## config.mk

```make
export PLATFORM = sky130hd
export DESIGN_NAME = object_file_record_parser
export DESIGN_NICKNAME = d
export VERILOG_FILES = /design/src/ofrp_pkg.sv /design/src/object_file_record_parser.sv /design/src/ofrp_front.sv /design/src/ofrp_queue.sv /design/src/ofrp_back.sv
export SDC_FILE = /design/constraint.sdc
export NUM_CORES = 1
export LEC_CHECK = 0
export BUFFER_PORTS_ARGS = -buffer_cell sky130_fd_sc_hd__buf_2
export CORE_MARGIN = 1
export CORE_UTILIZATION = 50
export CTS_BUF_LIST = sky130_fd_sc_hd__clkbuf_8
export DETAILED_ROUTE_END_ITERATION = 8
export GPL_TIMING_DRIVEN = 1
export PLACE_DENSITY = 0.68
export SLEW_MARGIN = 40
export SYNTH_ARGS = -nofsm -noshare
export SYNTH_HDL_FRONTEND = slang
export SYNTH_HIERARCHICAL = 1
export SYNTH_SLANG_ARGS = --single-unit
```

## constraint.sdc

```tcl
create_clock -name i_clk -period 8.75 [get_ports i_clk]
set_input_delay 0.4375 -clock i_clk [delete_from_list [all_inputs] [get_ports i_clk]]
set_output_delay 0.4375 -clock i_clk [all_outputs]
set_load 0.01 [all_outputs]
```

## src/ofrp_pkg.sv

```systemverilog
// ----------------------------------------------------------------------------
// ofrp_pkg
// shared types and constants of the object file record parser
// ----------------------------------------------------------------------------
package ofrp_pkg;

    localparam logic [15:0] HDR_CODE   = 16'hCADE;
    localparam logic [15:0] HDR_DATA   = 16'hDADA;
    localparam logic [15:0] HDR_SYMBOL = 16'hC3B7;

    localparam logic [1:0] KIND_WRITE = 2'd0;
    localparam logic [1:0] KIND_CHAR  = 2'd1;
    localparam logic [1:0] KIND_EMPTY = 2'd2;

    typedef enum logic [1:0] {
        OP_SET_ADDR,
        OP_WRITE,
        OP_LABEL,
        OP_EMPTY
    } t_op;

    typedef struct packed {
        t_op         op;
        logic [15:0] word;
        logic        last;
    } t_cmd;

endpackage

```

## src/object_file_record_parser.sv

```systemverilog
// ----------------------------------------------------------------------------
// object_file_record_parser
// object file byte stream to memory word writes and label characters
// ----------------------------------------------------------------------------
// Takes one byte per cycle while the command queue is not full. A byte gives
// at most one result; each result passes through the front decode into the
// command queue, then into the output register. The command queue of
// QUEUE_DEPTH entries lets the byte side keep running while the result side
// is stalled; when it fills, s_tready drops. Word writes and empty labels
// carry tlast low and high, label characters carry tlast high on the final
// character.
module object_file_record_parser #(
    parameter int QUEUE_DEPTH = 4
) (
    input  logic        i_clk,
    input  logic        i_rst_n,
    input  logic        i_s_tvalid,
    output logic        o_s_tready,
    input  logic [7:0]  i_s_tdata,   // data_byte
    output logic        o_m_tvalid,
    input  logic        i_m_tready,
    output logic [31:0] o_m_tdata,   // target_address [15:0], write_value [31:16]
    output logic [1:0]  o_m_tuser,   // kind
    output logic        o_m_tlast    // last_char
);
    import ofrp_pkg::*;

    logic        push;
    logic        pop;
    logic        full;
    logic        empty;
    t_cmd        front_cmd;
    t_cmd        queue_cmd;
    logic [15:0] out_addr;
    logic [15:0] out_value;

    ofrp_front u_front (
        .i_clk   (i_clk),
        .i_rst_n (i_rst_n),
        .i_valid (i_s_tvalid),
        .o_ready (o_s_tready),
        .i_byte  (i_s_tdata),
        .o_push  (push),
        .o_cmd   (front_cmd),
        .i_full  (full)
    );

    ofrp_queue #(
        .DEPTH (QUEUE_DEPTH)
    ) u_queue (
        .i_clk   (i_clk),
        .i_rst_n (i_rst_n),
        .i_push  (push),
        .i_cmd   (front_cmd),
        .o_full  (full),
        .i_pop   (pop),
        .o_empty (empty),
        .o_cmd   (queue_cmd)
    );

    ofrp_back u_back (
        .i_clk   (i_clk),
        .i_rst_n (i_rst_n),
        .i_empty (empty),
        .i_cmd   (queue_cmd),
        .o_pop   (pop),
        .o_valid (o_m_tvalid),
        .i_ready (i_m_tready),
        .o_kind  (o_m_tuser),
        .o_addr  (out_addr),
        .o_value (out_value),
        .o_last  (o_m_tlast)
    );

    assign o_m_tdata = {out_value, out_addr};

endmodule

```

## src/ofrp_front.sv

```systemverilog
// ----------------------------------------------------------------------------
// ofrp_front
// byte pairing, header decode and record sequencing; emits back-end commands
// ----------------------------------------------------------------------------
module ofrp_front (
    input  logic          i_clk,
    input  logic          i_rst_n,
    input  logic          i_valid,
    output logic          o_ready,
    input  logic [7:0]    i_byte,
    output logic          o_push,
    output ofrp_pkg::t_cmd o_cmd,
    input  logic          i_full
);
    import ofrp_pkg::*;

    typedef enum logic [2:0] {
        PH_HEADER,
        PH_ADDR,
        PH_COUNT,
        PH_WORDS,
        PH_LABEL
    } t_phase;

    t_phase      r_phase, n_phase;
    logic        r_pending, n_pending;
    logic [7:0]  r_held, n_held;
    logic [15:0] r_count, n_count;
    logic        r_symbol, n_symbol;
    logic        gen;
    t_cmd        cmd;
    logic        accept;
    logic [15:0] word;
    logic [15:0] count_dec;

    assign o_ready   = !i_full;
    assign accept    = i_valid && o_ready;
    assign word      = {r_held, i_byte};
    assign count_dec = r_count - 16'd1;

    always_comb begin
        n_phase   = r_phase;
        n_pending = r_pending;
        n_held    = r_held;
        n_count   = r_count;
        n_symbol  = r_symbol;
        gen       = 1'b0;
        cmd.op    = OP_SET_ADDR;
        cmd.word  = word;
        cmd.last  = 1'b0;
        if (r_phase == PH_LABEL) begin
            n_count  = count_dec;
            gen      = 1'b1;
            cmd.op   = OP_LABEL;
            cmd.word = {8'd0, i_byte};
            cmd.last = (count_dec == 16'd0);
            if (count_dec == 16'd0) begin
                n_phase = PH_HEADER;
            end
        end else if (!r_pending) begin
            n_held    = i_byte;
            n_pending = 1'b1;
        end else begin
            n_pending = 1'b0;
            case (r_phase)
                PH_HEADER: begin
                    if (word == HDR_CODE || word == HDR_DATA) begin
                        n_symbol = 1'b0;
                        n_phase  = PH_ADDR;
                    end else if (word == HDR_SYMBOL) begin
                        n_symbol = 1'b1;
                        n_phase  = PH_ADDR;
                    end
                end
                PH_ADDR: begin
                    gen     = 1'b1;
                    cmd.op  = OP_SET_ADDR;
                    n_phase = PH_COUNT;
                end
                PH_COUNT: begin
                    n_count = word;
                    if (r_symbol) begin
                        if (word == 16'd0) begin
                            gen      = 1'b1;
                            cmd.op   = OP_EMPTY;
                            cmd.word = 16'd0;
                            cmd.last = 1'b1;
                            n_phase  = PH_HEADER;
                        end else begin
                            n_phase = PH_LABEL;
                        end
                    end else begin
                        n_phase = (word == 16'd0) ? PH_HEADER : PH_WORDS;
                    end
                end
                PH_WORDS: begin
                    gen     = 1'b1;
                    cmd.op  = OP_WRITE;
                    n_count = count_dec;
                    if (count_dec == 16'd0) begin
                        n_phase = PH_HEADER;
                    end
                end
                default: begin
                    n_phase = PH_HEADER;
                end
            endcase
        end
    end

    assign o_push = accept && gen;
    assign o_cmd  = cmd;

    always_ff @(posedge i_clk) begin
        if (!i_rst_n) begin
            r_phase   <= PH_HEADER;
            r_pending <= 1'b0;
            r_held    <= 8'd0;
            r_count   <= 16'd0;
            r_symbol  <= 1'b0;
        end else if (accept) begin
            r_phase   <= n_phase;
            r_pending <= n_pending;
            r_held    <= n_held;
            r_count   <= n_count;
            r_symbol  <= n_symbol;
        end
    end

    label_unpaired: assert property (@(posedge i_clk) disable iff (!i_rst_n)
        (r_phase == PH_LABEL) |-> (!r_pending && r_symbol && r_count != 16'd0))
        else $error("label phase entered with bad pairing or count state");

endmodule

```

## src/ofrp_queue.sv

```systemverilog
// ----------------------------------------------------------------------------
// ofrp_queue
// small command fifo between the front and back parts
// ----------------------------------------------------------------------------
module ofrp_queue #(
    parameter int DEPTH = 4
) (
    input  logic           i_clk,
    input  logic           i_rst_n,
    input  logic           i_push,
    input  ofrp_pkg::t_cmd i_cmd,
    output logic           o_full,
    input  logic           i_pop,
    output logic           o_empty,
    output ofrp_pkg::t_cmd o_cmd
);
    import ofrp_pkg::*;

    localparam int PW = (DEPTH > 1) ? $clog2(DEPTH) : 1;
    localparam int CW = $clog2(DEPTH + 1);
    localparam logic [PW-1:0] LAST_PTR = PW'(DEPTH - 1);

    t_cmd          r_mem [DEPTH];
    logic [PW-1:0] r_wr_ptr, n_wr_ptr;
    logic [PW-1:0] r_rd_ptr, n_rd_ptr;
    logic [CW-1:0] r_count, n_count;

    assign o_full  = (r_count == CW'(DEPTH));
    assign o_empty = (r_count == '0);
    assign o_cmd   = r_mem[r_rd_ptr];

    always_comb begin
        n_wr_ptr = r_wr_ptr;
        n_rd_ptr = r_rd_ptr;
        n_count  = r_count;
        if (i_push) begin
            n_wr_ptr = (r_wr_ptr == LAST_PTR) ? '0 : r_wr_ptr + PW'(1);
        end
        if (i_pop) begin
            n_rd_ptr = (r_rd_ptr == LAST_PTR) ? '0 : r_rd_ptr + PW'(1);
        end
        if (i_push && !i_pop) begin
            n_count = r_count + CW'(1);
        end else if (!i_push && i_pop) begin
            n_count = r_count - CW'(1);
        end
    end

    always_ff @(posedge i_clk) begin
        if (i_push) begin
            r_mem[r_wr_ptr] <= i_cmd;
        end
    end

    always_ff @(posedge i_clk) begin
        if (!i_rst_n) begin
            r_wr_ptr <= '0;
            r_rd_ptr <= '0;
            r_count  <= '0;
        end else begin
            r_wr_ptr <= n_wr_ptr;
            r_rd_ptr <= n_rd_ptr;
            r_count  <= n_count;
        end
    end

    no_overflow: assert property (@(posedge i_clk) disable iff (!i_rst_n)
        i_push |-> !o_full)
        else $error("push into full queue");

    no_underflow: assert property (@(posedge i_clk) disable iff (!i_rst_n)
        i_pop |-> !o_empty)
        else $error("pop from empty queue");

endmodule

```

## src/ofrp_back.sv

```systemverilog
// ----------------------------------------------------------------------------
// ofrp_back
// section address tracking and registered result output
// ----------------------------------------------------------------------------
module ofrp_back (
    input  logic           i_clk,
    input  logic           i_rst_n,
    input  logic           i_empty,
    input  ofrp_pkg::t_cmd i_cmd,
    output logic           o_pop,
    output logic           o_valid,
    input  logic           i_ready,
    output logic [1:0]     o_kind,
    output logic [15:0]    o_addr,
    output logic [15:0]    o_value,
    output logic           o_last
);
    import ofrp_pkg::*;

    logic        r_valid, n_valid;
    logic [15:0] r_addr, n_addr;
    logic [1:0]  r_kind, n_kind;
    logic [15:0] r_out_addr, n_out_addr;
    logic [15:0] r_value, n_value;
    logic        r_last, n_last;

    assign o_pop = !i_empty && (!r_valid || i_ready);

    always_comb begin
        n_valid    = r_valid && !i_ready;
        n_addr     = r_addr;
        n_kind     = r_kind;
        n_out_addr = r_out_addr;
        n_value    = r_value;
        n_last     = r_last;
        if (o_pop) begin
            n_out_addr = r_addr;
            n_value    = i_cmd.word;
            n_last     = i_cmd.last;
            case (i_cmd.op)
                OP_SET_ADDR: begin
                    n_addr = i_cmd.word;
                end
                OP_WRITE: begin
                    n_valid = 1'b1;
                    n_kind  = KIND_WRITE;
                    n_last  = 1'b0;
                    n_addr  = r_addr + 16'd1;
                end
                OP_LABEL: begin
                    n_valid = 1'b1;
                    n_kind  = KIND_CHAR;
                end
                OP_EMPTY: begin
                    n_valid = 1'b1;
                    n_kind  = KIND_EMPTY;
                    n_value = 16'd0;
                    n_last  = 1'b1;
                end
                default: begin
                    n_addr = r_addr;
                end
            endcase
        end
    end

    always_ff @(posedge i_clk) begin
        if (!i_rst_n) begin
            r_valid <= 1'b0;
            r_addr  <= 16'd0;
        end else begin
            r_valid <= n_valid;
            r_addr  <= n_addr;
        end
    end

    always_ff @(posedge i_clk) begin
        r_kind     <= n_kind;
        r_out_addr <= n_out_addr;
        r_value    <= n_value;
        r_last     <= n_last;
    end

    assign o_valid = r_valid;
    assign o_kind  = r_kind;
    assign o_addr  = r_out_addr;
    assign o_value = r_value;
    assign o_last  = r_last;

    write_advances: assert property (@(posedge i_clk) disable iff (!i_rst_n)
        (o_pop && i_cmd.op == OP_WRITE) |=> (r_addr == $past(r_addr) + 16'd1))
        else $error("address did not advance after word write");

endmodule
```

==> results of run 1 <==
## flip-flops by register name, summed over array words and instances, names as in the netlist, named ones only
register,flops
u_back/o_addr,16
u_back/o_kind,2
u_back/o_last,1
u_back/o_valid,1
u_back/o_value,16
u_back/r_addr,16
u_front/r_count,16
u_front/r_held,8
u_front/r_pending,1
u_front/r_phase,3
u_front/r_symbol,1
u_queue/r_count,3
u_queue/r_mem,76
u_queue/r_rd_ptr,2
u_queue/r_wr_ptr,2
## logic make-up after synthesis
logic type	after synthesis	share of synthesized area
AOI/OAI and AO/OA	125	0.114
xor gates and xnor gates	7	0.00813
buffers and inverters	57	0.0352
DFF	166	0.588
adders and majority gates	10	0.0176
and+or+nand+nor	216	0.157
muxes	33	0.0801
## report_power, final
| part | internal, mW | switching (mW) | leakage, nW |
|---|---|---|---|
| registers | 1.01 | 0.0498 | 1.46 |
| logic | 0.243 | 0.347 | 1.20 |
| clock network | 0.244 | 0.262 | 0.197 |
## layout by cell type (no fill, tap or decap), types with 10 or more instances in the layout
cell,instances
buf_2,48
nor2_1,48
nor4_1,12
nor2b_1,12
dfxtp_1,55
mux4_2,10
mux2i_1,12
o21a_1,12
o21ai_0,21
clkbuf_8,17
inv_1,22
edfxtp_1,111
a21oi_1,36
and2_1,17
nand3_1,17
nor3_1,17
nand2_1,40
## metal layers
metal / wire (um) / share of wire / GRT usage / vias to the layer above
li1: - / - / - / 2409
met1: 6630 / 0.43 / 0.257 / 2467
met2: 7690 / 0.49 / 0.355 / 200
met3: 792 / 0.051 / 0.0395 / 38
met4: 478 / 0.031 / 0.103 / 0
met5: 0 / 0 / 0 / -
## worst max-delay path: cells and delay by family, from the launching register on
kind,cells,cell delay [ps]
xor gates and xnor gates,1,150
adders and majority gates,2,650
and+or+nand+nor,5,1630
AOI/OAI and AO/OA,3,720
buffers and inverters,1,70
DFF,1,350
## cell type report
class,instances,area (um2)
well taps,184,230
inverters,19,71.3
multi-input cells,391,2860
fillers,1238,6390
clock buffers,17,234
repair buffers,56,300
flip-flops and latches,166,4430
clock inverters,15,124
## stage by stage
step	util	power [mW]
3_5_place_dp	0.539	1.67
6_report	0.563	2.15
5_1_grt	0.563	2.26
2_1_floorplan	-	1.48
3_3_place_gp	0.539	1.65
4_1_cts	0.563	2.17
## worst min path at each step
stage | from | cells past startpoint | end | slack [ps]
after floorplan | u_back/r_addr[8] | 0 | u_back/o_addr[8] | 400
after global placement | u_back/r_addr[15] | 0 | u_back/o_addr[15] | 470
after detailed placement | u_front/r_count[6] | 2 | u_front/r_count[6] | 470
after CTS | i_s_tdata[0] | 1 | u_queue/r_mem[1][1] | 230
after global routing | i_s_tdata[0] | 1 | u_queue/r_mem[1][1] | 250
final | i_s_tdata[0] | 1 | u_queue/r_mem[1][1] | 260
==> flow_metrics.env, run 1 <==
export IMPL_status="finished with violations"
export IMPL_violations="design-rule violations"
export IMPL_clockBufferDepth=2
export IMPL_syn_to_final_growth_pct=9.37
export IMPL_drc=8
export IMPL_slew_headroom=0.501
export IMPL_place_area_um2=7890
export IMPL_cts_tree="done"
export IMPL_synth_area_leaders="edfxtp_1, dfxtp_1, mux4_1, mux4_2, nor2_1"
export IMPL_cp_startpoint="u_front/r_held[3]"
export IMPL_port_buffers=48
export IMPL_clockRootBuffer="clkbuf_8"
export IMPL_synthArstFlopShare=0
export IMPL_gp_congestion=0.908
export IMPL_startpoint_type="flip-flop"
export IMPL_cts_repair_resized=0
export IMPL_cts_sinks=166
export IMPL_cp_required_ps=9130
export IMPL_netlist_instances=614
export IMPL_path_max_fanout=7
export IMPL_cpPeakStageDelay_ps=580
export IMPL_antenna_found_initial=0
export IMPL_track_usage=0.209
export IMPL_crit_chain="nor4_1 > nand4_1 > nor4_1 > and3_1 > o21ai_0 > a21oi_1 > ha_1 > inv_1 > fa_1 > xor2_1 > or3_1 > a21boi_0"
export IMPL_cp_slowest_cell="nor4_1"
export IMPL_r2r_start="u_front/r_held[3]"
export IMPL_final_area_um2=8250
export IMPL_path_clk_slew_ps=80
export IMPL_wl_per_cell_um=18.4
export IMPL_dieWidth_um=125
export IMPL_overflow=0
export IMPL_ant_nets=0
export IMPL_dp_cells=816
export IMPL_layout_nets=673
export IMPL_path_class="flip-flop to flip-flop"
export IMPL_synthTopCellsByCount="edfxtp_1, dfxtp_1, nor2_1"
export IMPL_synth_top_cell_area_share=0.442
export IMPL_rows=44
export IMPL_io_pins=49
export IMPL_power_density_nw_per_um2=261
export IMPL_drt_iter0_drc=610
export IMPL_initial_core_util=0.515
export IMPL_tns_ps=0
export IMPL_yosysWarnings=6
export IMPL_whs_ps=261
export IMPL_path_common_cell="nor4_1"
export IMPL_skew_ps=9.32
export IMPL_crit_path_end_kind="flip-flop"
export IMPL_final_setup_viol_count=0
export IMPL_clock_latency_ps=460
export IMPL_hold_violations=0
export IMPL_post_route_period_util=0.418
export IMPL_cts_setup_buffers=0
export IMPL_vdd_drop_max_mv=0.146
export IMPL_r2r_setup_slack_ps=5100
export IMPL_pre_cts_ws_ps=4820
export IMPL_dp_hpwl_um=10600
export IMPL_slew_violations=0
export IMPL_fmax_ghz=0.274
export IMPL_rsz0062_at_grt="no"
export IMPL_synth_nets=636
export IMPL_drt_first_pass_iters=6
export IMPL_ys_ff_latch=166
export IMPL_numCtsBuffers=17
export IMPL_syn_avg_cell_area_um2=12.3
export IMPL_instances_no_fill=848
export IMPL_timing_rr_end="u_queue/r_count[2]"
export IMPL_r2r_cells=12
export IMPL_p_leak_nw=2.85
export IMPL_cts_hold_buf=0
export IMPL_via_per_inst=6.03
export IMPL_h_tree_depth=4
export IMPL_ys_flop_type="edfxtp_1"
export IMPL_yosysMostFrequentCell="edfxtp_1"
export IMPL_drt_wl_total_um=15600
export IMPL_arrival_ps=4030
export IMPL_cap_violations=0
export IMPL_hold_path_class="input pin to flip-flop"
export IMPL_die_h_um=125
export IMPL_tightest_slew_ps=742
export IMPL_setup_slack_ps=5100
export IMPL_fin_crit_ps=3650
export IMPL_synth_edf_count=111
export IMPL_dieArea_um2=15600
export IMPL_ys_seq_area_frac=0.588
export IMPL_vias=5114
export IMPL_diodes=0
export IMPL_yosysUniqueCellTypes=70
export IMPL_synth_area_leader_cell="edfxtp_1"
export IMPL_core_area_um2=14600
export IMPL_grt_pass1_vias=4885
export IMPL_synth_area_um2=7540
export IMPL_grt_pass1_wl_um=25100
export IMPL_endpoint="u_queue/r_count[2]"
export IMPL_grt_start_max_net_pins=37
export IMPL_drive_gt1_frac=0.176
Power figures use the tool's default switching activity.
==> inputs of run 2 (changes only) <==
PLACE_DENSITY = 0.7   (was 0.68)
clock period = 3.3 ns   (was 8.75 ns; I/O delays follow)
==> run 2 against run 1 <==
  * First-iteration DRC count rose by 18%
  * Design area rose by 2.3%
  * Critical path type is now input pin to flip-flop
  * Cell count up 1.4%
  * Core utilization rose by 1.3 points
  * Power rose to 2.8 times the previous value
  * Largest cell class unchanged
  * Combinational power grew to 2.8 times the previous value
  * Highest routed layer unchanged
  * Clock-buffer cell count rose by 1
  * Sequential share of layout area shrank 1.2 points
  * Global-route usage is 0.68 points higher
  * Clock power rose to 3.0 times the previous value
  * Sequential power grew to 2.7 times the previous value
  * The run still ends with design-rule violations left
  * Critical path depth rose by 2
==> flow_metrics.env, run 2 (synthesized netlist as in run 1, its figures left out) <==
export IMPL_h_tree_depth=4
export IMPL_overflow=0
export IMPL_dr_wl_met3_um=794
export IMPL_io_pins=49
export IMPL_dp_hpwl_um=11200
export IMPL_path_clk_slew_ps=80
export IMPL_drt_iter0_drc=718
export IMPL_clockBufferDepth=2
export IMPL_seqPwrFrac=0.471
export IMPL_track_usage=0.216
export IMPL_internal_power_mw=4.14
export IMPL_initial_core_util=0.515
export IMPL_highest_layer="met4"
export IMPL_endpoint="u_queue/r_count[2]"
export IMPL_final_area_um2=8440
export IMPL_drt_first_pass_iters=7
export IMPL_post_route_period_util=0.919
export IMPL_cts_tree="done"
export IMPL_layout_common_cells="edfxtp_1, dfxtp_1, buf_2, nor2_1, nand2_1"
export IMPL_port_buffers=48
export IMPL_startpoint_type="input pin"
export IMPL_power_density_nw_per_um2=710
export IMPL_place_area_um2=7970
export IMPL_numCtsBuffers=17
export IMPL_setup_slack_ps=268
export IMPL_rows=44
export IMPL_dr_wl_met2_um=8240
export IMPL_grt_pass1_vias=5039
export IMPL_p_leak_nw=2.94
export IMPL_largest_reg_flops=76
export IMPL_slew_violations=0
export IMPL_r2r_start="u_front/r_held[3]"
export IMPL_ant_nets=0
export IMPL_die_h_um=125
export IMPL_crit_path_end_kind="flip-flop"
export IMPL_slew_headroom=0.518
export IMPL_p_clk_frac=0.255
export IMPL_layout_nets=685
export IMPL_clock_latency_ps=460
export IMPL_cts_sinks=166
export IMPL_r2r_setup_slack_ps=330
export IMPL_fin_crit_ps=3030
export IMPL_fmax_ghz=0.330
export IMPL_cp_required_ps=3670
export IMPL_grt_pass1_wl_um=26000
export IMPL_drive_gt1_frac=0.188
export IMPL_vdd_drop_max_mv=0.438
export IMPL_arrival_ps=3410
export IMPL_tightest_slew_ps=721
export IMPL_clockRootBuffer="clkbuf_8"
export IMPL_path_max_fanout=8
export IMPL_instances_no_fill=860
export IMPL_pre_cts_ws_ps=176
export IMPL_via_per_inst=6.04
export IMPL_dieWidth_um=125
export IMPL_gp_congestion=0.904
export IMPL_hold_violations=0
export IMPL_timing_rr_end="u_queue/r_count[2]"
export IMPL_skew_ps=15.2
export IMPL_status="finished with violations"
export IMPL_fin_util=0.576
export IMPL_switchingPower_mw=1.85
export IMPL_regMostFlops="u_queue/r_mem"
export IMPL_syn_to_final_growth_pct=11.9
export IMPL_tns_ps=0
export IMPL_drc=22
export IMPL_diodes=0
export IMPL_violations="design-rule violations"
export IMPL_final_setup_viol_count=0
export IMPL_m1WireLength_um=7050
export IMPL_antenna_found_initial=0
export IMPL_hold_path_class="input pin to flip-flop"
export IMPL_dp_cells=824
export IMPL_cap_violations=0
export IMPL_wl_per_cell_um=19.1
export IMPL_core_area_um2=14600
export IMPL_path_class="input pin to flip-flop"
export IMPL_cp_startpoint="i_s_tdata[6]"
export IMPL_vias=5192
export IMPL_r2r_cells=12
export IMPL_final_common_cell="edfxtp_1"
export IMPL_dieArea_um2=15600
export IMPL_pwr_share_comb=0.274
export IMPL_fillerInstances=1209
export IMPL_grt_start_max_net_pins=27
export IMPL_switching_share=0.310
export IMPL_cts_setup_buffers=0
export IMPL_drt_wl_total_um=16400
[run 2: power groups by stage]
stage                     registers [mW]  clock network, mW  logic (mW)
final                               2.82               1.53        1.64
after global routing                2.86               1.65        1.77
after CTS                           2.83               1.56        1.65
after detailed placement            2.87                  0        1.63
after global placement              2.86                  0        1.53
after floorplan                     2.97                  0       0.962
[run 2: through the flow]
stage          total power, mW  hold WS, ps
6_report                  5.99         20.9
4_1_cts                   6.03         3.52
3_5_place_dp              4.51          459
2_1_floorplan             3.93          286
5_1_grt                   6.28         8.19
3_3_place_gp              4.40          439
[run 2: how the worst min path moves through the flow]
stage                     slack [ps]                  end    startpoint  cells past startpoint
final                             20  u_queue/r_mem[2][5]  i_s_tdata[4]                      1
after global routing               8  u_queue/r_mem[2][5]  i_s_tdata[4]                      1
after CTS                          4  u_queue/r_mem[2][5]  i_s_tdata[4]                      1
after detailed placement         460  u_queue/r_mem[1][6]  i_s_tdata[5]                      1
after global placement           440  u_queue/r_mem[1][1]  i_s_tdata[0]                      1
after floorplan                  290   u_front/r_phase[0]       i_rst_n                      2
[run 2: area by class of cell]
| type | instances | area (um2) | share of cell area |
|---|---|---|---|
| inverter | 19 | 71.3 | 0.00845 |
| timing repair buffer | 68 | 420 | 0.0498 |
| clock inverter | 14 | 171 | 0.0203 |
| sequential | 166 | 4430 | 0.525 |
| multi-input combinational | 391 | 2870 | 0.340 |
| tap | 184 | 230 | 0.0273 |
| clock buffer | 18 | 248 | 0.0293 |
[run 2: repair_timing]
item                       CTS  global route
hold buffers                 4             0
setup endpoints to repair    0             1
gates resized for setup      0             3
hold endpoints to repair    16             0
[run 2: layer usage]
layer  vias to the layer above  track usage
li1                       2431            -
met1                      2548        0.262
met2                       186        0.370
met3                        27       0.0520
met4                         0       0.0882
met5                         -            0
[run 2: critical path, cell delays in order]
cell and delay (ps):
dlygate4sd3_1 520, buf_2 180, nor4_2 360, nand4_1 180
nor4_2 200, and3_1 230, o21ai_0 100, a21oi_2 200
ha_1 200, inv_1 60, fa_1 380, xor2_1 160
or3_1 300, a21boi_0 160
